## src/rtl/core/dtes_pkg.sv

```systemverilog
// Shared types, constants and key decoding for the DTMF telephone-event sender.
`default_nettype none

package dtes_pkg;

  // Digit queue geometry
  localparam int QUEUE_DEPTH = 32;
  localparam int CNT_W       = $clog2(QUEUE_DEPTH + 1);

  // End packets sent per event
  localparam int END_REPEATS = 3;
  localparam int RPT_W       = $clog2(END_REPEATS + 1);

  localparam logic [5:0] MAX_VOLUME = 6'd55;
  localparam logic [7:0] END_FLAG   = 8'h80;
  localparam logic [7:0] EVT_NONE   = 8'd255;

  // Configuration register indexes
  localparam logic [1:0] CFG_SPP     = 2'd0;
  localparam logic [1:0] CFG_MIN_DUR = 2'd1;
  localparam logic [1:0] CFG_GAP     = 2'd2;

  // Configuration reset values
  localparam logic [11:0] SPP_RESET     = 12'd160;
  localparam logic [19:0] MIN_DUR_RESET = 20'd800;
  localparam logic [15:0] GAP_RESET     = 16'd50;

  typedef enum logic [1:0] {
    OP_QUEUE  = 2'd0,
    OP_FRAME  = 2'd1,
    OP_TICK   = 2'd2,
    OP_UNUSED = 2'd3
  } op_t;

  typedef enum logic [2:0] {
    KIND_QUEUED   = 3'd0,
    KIND_SKIPPED  = 3'd1,
    KIND_REJECTED = 3'd2,
    KIND_AUDIO    = 3'd3,
    KIND_DTMF     = 3'd4,
    KIND_DROPPED  = 3'd5,
    KIND_TICK     = 3'd6
  } kind_t;

  // One stored digit
  typedef struct packed {
    logic [19:0] duration;
    logic [5:0]  volume;
    logic [4:0]  event_code;
  } entry_t;

  // Control broadcast along the cell row
  typedef struct packed {
    logic   push;
    logic   pop;
    entry_t entry;
  } chain_ctrl_t;

  // One result item
  typedef struct packed {
    kind_t       kind;
    logic [7:0]  event_code;
    logic [7:0]  volume_byte;
    logic [15:0] duration_field;
    logic        marker;
    logic [11:0] timestamp_advance;
    logic [31:0] frame_timestamp;
    logic        voice_changed;
    logic        voice_active;
  } result_t;

  // ASCII key to telephone-event number, EVT_NONE for a non-key
  function automatic logic [7:0] key_to_event(input logic [7:0] c);
    logic [7:0] lc;
    logic [7:0] ev;
    lc = c;
    if (c >= "A" && c <= "Z") lc = c + 8'd32;
    case (lc) inside
      ["0":"9"]: ev = lc - "0";
      ["a":"d"]: ev = lc - "a" + 8'd12;
      "*":       ev = 8'd10;
      "#":       ev = 8'd11;
      "r":       ev = 8'd16;
      default:   ev = EVT_NONE;
    endcase
    return ev;
  endfunction

endpackage

`default_nettype wire

```

## src/rtl/core/dtes_cell.sv

```systemverilog
// One digit queue cell: loads a new digit or takes its neighbor's on a pop.
`default_nettype none

module dtes_cell
  import dtes_pkg::*;
(
  input  wire logic        clk,
  input  wire chain_ctrl_t ctrl,
  input  wire logic        sel,
  input  wire entry_t      from_next,
  output entry_t           q
);

  // Pop moves the row one place toward the head; push fills the tail cell
  always_ff @(posedge clk) begin
    if (ctrl.pop) begin
      q <= from_next;
    end else if (ctrl.push && sel) begin
      q <= ctrl.entry;
    end
  end

endmodule

`default_nettype wire

```

## src/rtl/core/dtes_chain.sv

```systemverilog
// Row of digit cells forming a shifting queue; cell zero is the head.
`default_nettype none

module dtes_chain
  import dtes_pkg::*;
(
  input  wire logic             clk,
  input  wire chain_ctrl_t      ctrl,
  input  wire logic [CNT_W-1:0] fill,
  output entry_t                head
);

  entry_t cells [QUEUE_DEPTH];

  genvar i;
  generate
    for (i = 0; i < QUEUE_DEPTH; i++) begin : g_cell
      entry_t nbr;
      logic   sel;
      // Last cell refills with a blank entry
      if (i == QUEUE_DEPTH - 1) begin : g_tail
        assign nbr = '0;
      end else begin : g_mid
        assign nbr = cells[i+1];
      end
      assign sel = (fill == CNT_W'(i));
      dtes_cell u_cell (
        .clk       (clk),
        .ctrl      (ctrl),
        .sel       (sel),
        .from_next (nbr),
        .q         (cells[i])
      );
    end
  endgenerate

  assign head = cells[0];

endmodule

`default_nettype wire

```

## src/rtl/core/dtmf_telephone_event_sender_core.sv

```systemverilog
// Top level of the DTMF telephone-event sender: item decode, state and output buffer.
//
// Takes one item per clock cycle while s_tready is high: every item
// (character, media frame or millisecond tick) updates the sender state,
// and its result is registered into the output buffer. The digit
// queue is a row of 32 cells that shift toward the head on each pop, so
// the head digit is always read from a fixed cell. A two-entry output
// buffer (result register plus skid register) lets the slave side keep
// accepting while one result waits; s_tready drops only when both are full.
// Operation code 3 is accepted and gives no result.
`default_nettype none

module dtmf_telephone_event_sender_core
  import dtes_pkg::*;
(
  input  wire logic        clk,
  input  wire logic        rst,
  // config
  input  wire logic        cfg_we,
  input  wire logic [1:0]  cfg_index,
  input  wire logic [19:0] cfg_data,
  // input items
  input  wire logic        s_tvalid,
  output logic             s_tready,
  // [7:0] char_code, [8] batch_first, [16:9] batch_length,
  // [36:17] duration_samples, [44:37] volume_in, [56:45] frame_samples,
  // [57] voice_flag, [63:58] zero
  input  wire logic [63:0] s_tdata,
  // [1:0] operation
  input  wire logic [1:0]  s_tuser,
  // result items
  output logic             m_tvalid,
  input  wire logic        m_tready,
  // [7:0] event_code, [15:8] volume_byte, [31:16] duration_field,
  // [32] marker, [44:33] timestamp_advance, [76:45] frame_timestamp,
  // [77] voice_changed, [78] voice_active, [79] zero
  output logic [79:0]      m_tdata,
  // [2:0] kind
  output logic [2:0]       m_tuser
);

  // Configuration registers
  logic [11:0] spp_cfg;
  logic [19:0] min_dur;
  logic [15:0] gap_cfg;

  always_ff @(posedge clk) begin
    if (rst) begin
      spp_cfg <= SPP_RESET;
      min_dur <= MIN_DUR_RESET;
      gap_cfg <= GAP_RESET;
    end else if (cfg_we) begin
      case (cfg_index)
        CFG_SPP:     spp_cfg <= cfg_data[11:0];
        CFG_MIN_DUR: min_dur <= cfg_data;
        CFG_GAP:     gap_cfg <= cfg_data[15:0];
        default:     ;
      endcase
    end
  end

  // Input fields
  op_t         op;
  logic [7:0]  char_code;
  logic        batch_first;
  logic [7:0]  batch_length;
  logic [19:0] duration_samples;
  logic [7:0]  volume_in;
  logic [11:0] frame_samples;
  logic        voice_flag;

  assign op               = op_t'(s_tuser);
  assign char_code        = s_tdata[7:0];
  assign batch_first      = s_tdata[8];
  assign batch_length     = s_tdata[16:9];
  assign duration_samples = s_tdata[36:17];
  assign volume_in        = s_tdata[44:37];
  assign frame_samples    = s_tdata[56:45];
  assign voice_flag       = s_tdata[57];

  // Sender state
  logic [CNT_W-1:0] count, count_next;
  logic [21:0]      elapsed, elapsed_next;
  logic             first_sent, first_sent_next;
  logic [RPT_W-1:0] repeats, repeats_next;
  logic [15:0]      gap, gap_next;
  logic [31:0]      ts, ts_next;
  logic             voice_state, voice_state_next;
  logic             refused, refused_next;

  logic accept;
  logic has_res;
  result_t res;
  chain_ctrl_t ctrl;
  entry_t head;

  assign accept = s_tvalid && s_tready;

  dtes_chain u_chain (
    .clk  (clk),
    .ctrl (ctrl),
    .fill (count),
    .head (head)
  );

  // Per-item decode and state update
  always_comb begin
    logic [7:0]       code;
    logic [19:0]      req;
    logic [5:0]       vol;
    logic [11:0]      spp;
    logic [11:0]      adv;
    logic [RPT_W:0]   rpt_inc;
    logic             first;

    count_next       = count;
    elapsed_next     = elapsed;
    first_sent_next  = first_sent;
    repeats_next     = repeats;
    gap_next         = gap;
    ts_next          = ts;
    voice_state_next = voice_state;
    refused_next     = refused;

    code    = key_to_event(char_code);
    req     = (duration_samples < min_dur) ? min_dur : duration_samples;
    vol     = (volume_in > {2'b00, MAX_VOLUME}) ? MAX_VOLUME : volume_in[5:0];
    spp     = (spp_cfg == 12'd0) ? 12'd1 : spp_cfg;
    adv     = '0;
    rpt_inc = {1'b0, repeats} + (RPT_W+1)'(1);
    first   = 1'b0;

    ctrl.push             = 1'b0;
    ctrl.pop              = 1'b0;
    ctrl.entry.event_code = code[4:0];
    ctrl.entry.volume     = vol;
    ctrl.entry.duration   = req;

    has_res = 1'b0;
    res     = '0;
    res.frame_timestamp = ts;

    if (accept) begin
      case (op)
        OP_QUEUE: begin
          has_res = 1'b1;
          if (batch_first) begin
            refused_next = (({3'b000, count} + {1'b0, batch_length}) >= 9'(QUEUE_DEPTH));
          end
          if (refused_next) begin
            res.kind = KIND_REJECTED;
          end else if (code == EVT_NONE) begin
            res.kind = KIND_SKIPPED;
          end else if (count >= CNT_W'(QUEUE_DEPTH)) begin
            res.kind = KIND_REJECTED;
          end else begin
            ctrl.push          = 1'b1;
            count_next         = count + CNT_W'(1);
            res.kind           = KIND_QUEUED;
            res.event_code     = code;
            res.volume_byte    = {2'b00, vol};
            res.duration_field = req[15:0];
          end
        end
        OP_TICK: begin
          has_res = 1'b1;
          if (gap != 16'd0) gap_next = gap - 16'd1;
          res.kind = KIND_TICK;
        end
        OP_FRAME: begin
          has_res = 1'b1;
          res.voice_changed = (voice_flag != voice_state);
          voice_state_next  = voice_flag;
          if (count != '0 && gap == 16'd0) begin
            if (elapsed != 22'd0 && !first_sent) begin
              first           = 1'b1;
              first_sent_next = 1'b1;
            end
            res.event_code     = {3'b000, head.event_code};
            res.volume_byte    = {2'b00, head.volume};
            res.duration_field = elapsed[15:0];
            res.marker         = first;
            if (elapsed >= {2'b00, head.duration}) begin
              // End packet; the last repeat pops the digit
              res.volume_byte = res.volume_byte | END_FLAG;
              res.kind        = KIND_DTMF;
              repeats_next    = rpt_inc[RPT_W-1:0];
              if (rpt_inc >= (RPT_W+1)'(END_REPEATS)) begin
                ctrl.pop        = 1'b1;
                count_next      = count - CNT_W'(1);
                elapsed_next    = '0;
                first_sent_next = 1'b0;
                repeats_next    = '0;
                gap_next        = gap_cfg;
                adv             = spp;
              end
            end else begin
              elapsed_next = 22'(elapsed + {10'd0, spp});
              if (elapsed == 22'd0) begin
                // Opening frame of an event sends nothing
                res.kind           = KIND_DROPPED;
                res.event_code     = '0;
                res.volume_byte    = '0;
                res.duration_field = '0;
                res.marker         = 1'b0;
              end else begin
                res.kind = KIND_DTMF;
                adv      = spp;
              end
            end
          end else begin
            res.kind = KIND_AUDIO;
            adv      = frame_samples;
          end
          ts_next = 32'(ts + {20'd0, adv});
        end
        default: ;
      endcase
    end

    res.timestamp_advance = adv;
    res.voice_active      = voice_state_next;
  end

  always_ff @(posedge clk) begin
    if (rst) begin
      count       <= '0;
      elapsed     <= '0;
      first_sent  <= 1'b0;
      repeats     <= '0;
      gap         <= '0;
      ts          <= '0;
      voice_state <= 1'b0;
      refused     <= 1'b0;
    end else begin
      count       <= count_next;
      elapsed     <= elapsed_next;
      first_sent  <= first_sent_next;
      repeats     <= repeats_next;
      gap         <= gap_next;
      ts          <= ts_next;
      voice_state <= voice_state_next;
      refused     <= refused_next;
    end
  end

  // Output buffer: result register plus skid register
  result_t out_q, skid_q;
  logic    out_valid, skid_valid;
  logic    take;

  assign take     = m_tvalid && m_tready;
  assign s_tready = !skid_valid;

  always_ff @(posedge clk) begin
    if (rst) begin
      out_valid  <= 1'b0;
      skid_valid <= 1'b0;
    end else if (skid_valid) begin
      if (take) begin
        skid_valid <= 1'b0;
      end
    end else if (has_res) begin
      if (!out_valid || take) begin
        out_valid <= 1'b1;
      end else begin
        skid_valid <= 1'b1;
      end
    end else if (take) begin
      out_valid <= 1'b0;
    end
  end

  always_ff @(posedge clk) begin
    if (skid_valid) begin
      if (take) out_q <= skid_q;
    end else if (has_res) begin
      if (!out_valid || take) out_q <= res;
      else skid_q <= res;
    end
  end

  assign m_tvalid = out_valid;
  assign m_tuser  = out_q.kind;
  assign m_tdata  = {1'b0, out_q.voice_active, out_q.voice_changed, out_q.frame_timestamp,
                     out_q.timestamp_advance, out_q.marker, out_q.duration_field,
                     out_q.volume_byte, out_q.event_code};

  // Checks
  a_count_range: assert property (@(posedge clk) disable iff (rst)
    count <= CNT_W'(QUEUE_DEPTH))
    else $error("digit count beyond queue depth");

  a_skid_needs_out: assert property (@(posedge clk) disable iff (rst)
    skid_valid |-> out_valid)
    else $error("skid entry without a result in front");

  a_skid_holds: assert property (@(posedge clk) disable iff (rst)
    skid_valid && !m_tready |=> skid_valid && $stable(skid_q))
    else $error("skid entry lost while stalled");

  a_first_elapsed: assert property (@(posedge clk) disable iff (rst)
    first_sent |-> elapsed != 22'd0)
    else $error("first packet flag set with no elapsed time");

  a_repeats_range: assert property (@(posedge clk) disable iff (rst)
    repeats < RPT_W'(END_REPEATS))
    else $error("end repeat count overran");

endmodule

`default_nettype wire

```

## config.mk

```make
export PLATFORM = sky130hd
export DESIGN_NAME = dtmf_telephone_event_sender_core
export DESIGN_NICKNAME = d
export VERILOG_FILES = /design/src/rtl/core/dtes_pkg.sv /design/src/rtl/core/dtes_cell.sv /design/src/rtl/core/dtes_chain.sv /design/src/rtl/core/dtmf_telephone_event_sender_core.sv
export SDC_FILE = /design/constraint.sdc
export NUM_CORES = 2
export LEC_CHECK = 0
export BUFFER_PORTS_ARGS = -buffer_cell sky130_fd_sc_hd__buf_4
export CAP_MARGIN = 25
export CORE_MARGIN = 3
export CORE_UTILIZATION = 56
export CTS_CLUSTER_SIZE = 16
export DETAILED_ROUTE_END_ITERATION = 6
export GPL_ROUTABILITY_DRIVEN = 0
export PLACE_DENSITY = 0.76
export SYNTH_ARGS = -nofsm -noshare
export SYNTH_HDL_FRONTEND = slang
export SYNTH_SLANG_ARGS = --single-unit
```

## constraint.sdc

```tcl
create_clock -name clk -period 5.7 [get_ports clk]
set_input_delay 0.855 -clock clk [delete_from_list [all_inputs] [get_ports clk]]
set_output_delay 0.855 -clock clk [all_outputs]
set_load 0.1 [all_outputs]
```

Yosys cells after proc, flatten, opt, wreduce, memory -nomap -nowiden --
Index checks and enable logic that the tools add are counted.
Word-level totals: logic and storage cells 449, register bits after elaboration 1287, output and inout bits 85
Cells by class: mux-type cells 145, reductions and logical operators 102, equality and inequality tests 50, add/sub/neg operators 11, bitwise operators 2, magnitude comparators 12
Operators with widths (count):
- $mux W31 | 62
- $mux W82 | 4
- $mux W12 | 9
- $eq A6 B5 Y1 const B | 16
- $mux W32 | 3
- $reduce_bool A2 Y1 | 36
- $mux W16 | 4
- $pmux W32 S2 | 1
- $mux W8 | 7
- $eq A6 B4 Y1 const B | 8
- $mux W22 | 2
- $mux W6 | 7
- $logic_and A1 B1 Y1 | 39
- $mux W36 | 1
- $mux W33 | 1
- $add A32 B12 Y32 | 1
- $pmux W16 S2 | 1
- $mux W1 | 31
- $mux W30 | 1
- $eq A6 B3 Y1 const B | 4
- $add A22 B12 Y22 | 1
- $ge A22 B20 Y1 | 1
- $logic_not A22 Y1 | 1
- $reduce_bool A22 Y1 | 1
- other kinds (50) | 80

Longest topological paths before layout --
depth after elaboration 17, depth in mapped cells 22

By module --
Synthesis repeated with hierarchy kept, for this count alone.
Second synthesis, totals: cell total of the unflattened synthesis 3772, area total of the unflattened synthesis 62921.6 µm²
By module, submodules not included:
- dtes_cell | instances 32, cells each 67, area each 1467.7 µm², seq. area each 930.9 µm²
- dtmf_telephone_event_sender_core | instances 1, cells each 1580, area each 15701.3 µm², seq. area each 7487.2 µm²
- dtes_chain | instances 1, cells each 48, area each 255.2 µm², seq. area each 0.0 µm²

Worst setup path before layout --
No wires, ideal clock.
path kind in2reg, from in s_tuser[1], to reg out_q, in the netlist m_tdata[0], enable pin, arrival 5.347 ns, setup time 0.547 ns, stages 4, required time 5.153 ns, slack -0.194 ns, cells stage by stage clkbuf_1 > nor2_1 > nor2_1 > a21oi_1
Between the ends: word-level cells in the longest chain between the ends 6
Ends and longest elaborated chain:
- from (decl) | line dtmf_telephone_event_sender_core.sv:30 | input wire logic [1:0] s_tuser,
- $eq A2 B1 Y1 (tied with other cells) | line dtmf_telephone_event_sender_core.sv:144 | case (op)
- $reduce_or A3 Y1 (no source line) (*)
- $mux W1 (*) | line dtmf_telephone_event_sender_core.sv:144
- $mux W1 (*) | line dtmf_telephone_event_sender_core.sv:143 | if (accept) begin
- $reduce_bool A2 Y1 (no source line) (*)
- $reduce_and A3 Y1 (no source line) (*)
- to (signal assigned) | line dtmf_telephone_event_sender_core.sv:276 | if (take) out_q <= skid_q;
- to (signal assigned) | line dtmf_telephone_event_sender_core.sv:278 | if (!out_valid || take) out_q <= res;
- to (decl) | line dtmf_telephone_event_sender_core.sv:248 | result_t out_q, skid_q;
Every way passes the cells marked *; elsewhere a longest branch is shown, timed or not. A chain may end at the register's enable or synchronous reset.

Worst setup path in the final report --
from reg elapsed[17], to reg ts[21]
Between the ends: word-level cells in the longest chain between the ends 7
Ends and longest elaborated chain:
- from (decl) | line dtmf_telephone_event_sender_core.sv:83 | logic [21:0] elapsed, elapsed_next;
- from (signal assigned) | line dtmf_telephone_event_sender_core.sv:237 | elapsed <= elapsed_next;
- branches (longest 2 deep; another with $ge A22 B20 Y1)
- $mux W12 (*) | line dtmf_telephone_event_sender_core.sv:183 | if (elapsed >= {2'b00, head.duration}) begin
- $mux W12 (*) | line dtmf_telephone_event_sender_core.sv:174 | if (count != '0 && gap == 16'd0) begin
- $mux W12 (*) | line dtmf_telephone_event_sender_core.sv:144
- $mux W12 (*) | line dtmf_telephone_event_sender_core.sv:143
- $add A32 B12 Y32 (*) | line dtmf_telephone_event_sender_core.sv:215 | ts_next = 32'(ts + {20'd0, adv});
- to (signal assigned) | line dtmf_telephone_event_sender_core.sv:241 | ts <= ts_next;
- to (decl) | line dtmf_telephone_event_sender_core.sv:87 | logic [31:0] ts, ts_next;
Every way passes the cells marked *. The select of a mux whose other input is x is not followed.

==> metrics <==
Top Ports=178; # Post-CTS Setup Buffers=0; Critical Path Fanout Max=14; CTS-repair resized insts=0; Via density=6.11; PwrDens=349 mW/mm2; Final setup viols=0; vias in the first global route=32,400; largest net degree at the start of global routing=209; max_cap viols=0; Yosys top cell area share=61.5%; Critical-path top delay cell=a32oi_1; first-pass GRT wire length=192 mm; Max H-tree Level=3; final WL=123 mm; fin util=62.9%; post-synthesis mux area share=0.849%; PortBufs=169; FILL cells=7,002; Root Driver=clkbuf_16; Clock Skew=0.0339 ns; most instantiated cells after synthesis=edfxtp_1 (1,123), o21a_1 (832), nand2_1 (314); GRT overflow=0; Data required, critical path=6.28 ns; DR WL met3=9.79 mm; 1st-iter DRT viols=3,826; Lkg Pwr=21.0 nW; status=finished clean; Worst path max stage delay=0.52 ns; min Tclk post-route=5.03 ns; CTS tree=built; Synth Area in Compound Gates=19.5%; Post-synth EDFFs=1,123; DRC viols=0; layout overhead on the synthesized area=11.0%; Mapped Cells=4,001; Clock Path Buffers=3; Initial Util=56.6%; Synth Area in XOR/XNOR=0.383%; crit path DAT=5.61 ns; yosys warns=0; CP endpoint kind=register; via count=33,400; top-count cell post-synth=edfxtp_1; CTS clk-pin slew, worst paths=0.06 ns; initial antenna violation count=2; # nets final=4,266; gr usage total=24.0%; measured slew at the worst slew-check pin=1.07 ns; crit-path cells=ha_1 > nand4_2 > or3_1 > or4_1 > nand3_1 > nand2_1 > a32oi_1 > inv_1 > ha_1 > a211oi_1 > o21a_1 > nor3_1 > or3_1 > nand3_1 > or3_1 > a21oi_1; chip width=319 um; #FFs+latches synth=1,285; CORE AREA=0.0969 mm2; Clk Latency, worst-skew pair=0.73 ns; final max-slew violation count=0; Finished Layout Cells=5,464; Core Rows=114; async set-reset flop share out of synthesis=0%; Top Layer Used=met5; Critical Path Most Common Cell=or3_1; Synth Area in Simple Gates=5.60%; Max Clk Rate=199 MHz; fin crit share=88.2%; pre-CTS setup slack=0.686 ns; Die H=319 um; Hold Violations, Final=0; Reg2Reg Depth=16; ranking of synthesized cells by area=edfxtp_1 (61%), o21a_1 (11%), dfxtp_1 (5.9%); Hold Crit Depth=2; mapped cell area=0.0549 mm2; placed cell count=5,239; met1 wire length=52.5 mm; clk sinks=1,285; hold crit path type=in2reg; Fin Setup TNS=0 ns; share of layout cells above drive strength 1=13.7%; hold_ws=0.319 ns; WL met2=56.3 mm; Yosys top cell by area=edfxtp_1; setup ws final=0.673 ns; top_reg_cell synth=edfxtp_1; wire per inst=22.5 um; # hold bufs at CTS=0; register area share after synthesis=67.4%; Yosys cell types=87; RSZ-0062 raised after global routing=no; largest family of logic cells by synthesized area=compound AO/OA/AOI/OAI gates; Final ANT Viol Nets=0; slew margin rel.=27.9%; dpl hpwl=76.5 mm; CTS Buf Count=121; total iterations of the first detailed-routing run=5; Mean Syn Cell Area=13.7 um2; Worst setup SP type=register; DIE AREA=0.102 mm2; post-synthesis adder-cell area fraction=1.98%; maximum VDD drop=0.266 mV; kind of critical path=reg2reg
layer usage:
layer  vias up  global-route usage [%]
li1      15200                       -
met1     16600                    34.1
met2      1343                    37.5
met3       236                    4.47
met4         2                    8.84
met5         -                       0
cells in the final DEF (no fill, tap or decap), drive strengths merged, types with 5 or more instances in the layout:
cell type	count
or2	10
o31ai	15
nor2b	11
clkbuf	164
buf	281
or3	23
edfxtp	1123
o21a	832
o22ai	5
o211ai	67
or4	11
nand2	314
a21oi	164
and3	14
nand3	45
a221o	11
o21ai	134
xnor2	17
xor2	7
a31oi	15
a22o	5
clkinv	40
a21o	147
nor4	19
mux2i	6
and2	15
nand2b	22
nor3	34
dfxtp	162
a221oi	5
a31o	5
nor2	108
a22oi	25
nand4	18
inv	101
a211oi	13
bufinv	8
mux2	36
ha	82
report_power, final:
group	internal [mW]	switching [mW]
registers	10.4	0.0911
clock network	4.43	3.45
logic	1.02	1.79
metrics by stage:
stage               instance area (um2)  power [mW]
global route                      60900        22.0
floorplan                         54900        12.8
CTS                               60900        21.3
detailed placement                57000        13.5
global placement                  57000        13.4
finish                            60900        21.2
area by class of cell:
class / count / area (um2) / area share (%)
clock inverter: 57 / 576 / 0.945
inverter: 95 / 357 / 0.586
timing repair buffer: 281 / 2190 / 3.60
multi-input combinational: 2304 / 15900 / 26.1
clock buffer: 164 / 3300 / 5.42
tap: 1276 / 1600 / 2.62
antenna: 2 / 5.00 / 0.00822
sequential: 1285 / 37000 / 60.7
logic make-up after synthesis:
logic type	count (synthesis)
XOR/XNOR	24
other	1
flip-flops	1285
AO/OA/AOI/OAI	1489
AND/OR/NAND/NOR	661
adder cells (fa/ha/maj)	85
buffers and inverters	414
multiplexers	42
critical path: cells and delay by family, from the launching register on:
| kind | cells | cell delay (ns) |
|---|---|---|
| AO/OA/AOI/OAI | 4 | 1.13 |
| flip-flops | 1 | 0.36 |
| AND/OR/NAND/NOR | 9 | 2.64 |
| buffers and inverters | 1 | 0.08 |
| adder cells (fa/ha/maj) | 2 | 0.67 |
worst paths after layout:
path                     from    endpoint  slack (ns)
hold / removal       m_tready  skid_valid        0.32
setup / recovery  elapsed[17]      ts[21]        0.67
setup reg to reg  elapsed[17]      ts[21]        0.67
hold reg to reg    first_sent  first_sent        0.45
state kept, by name, indices dropped and copies added, names as in the netlist, 2 cells and up:
name	flops
elapsed	22
m_tuser	3
skid_q	81
ts	32
count	6
gap	16
repeats	2
m_tdata	78
gap_cfg	16
u_chain.g_cell.u_cell.q	992
spp_cfg	12
min_dur	20
Power figures use the tool's default switching activity.
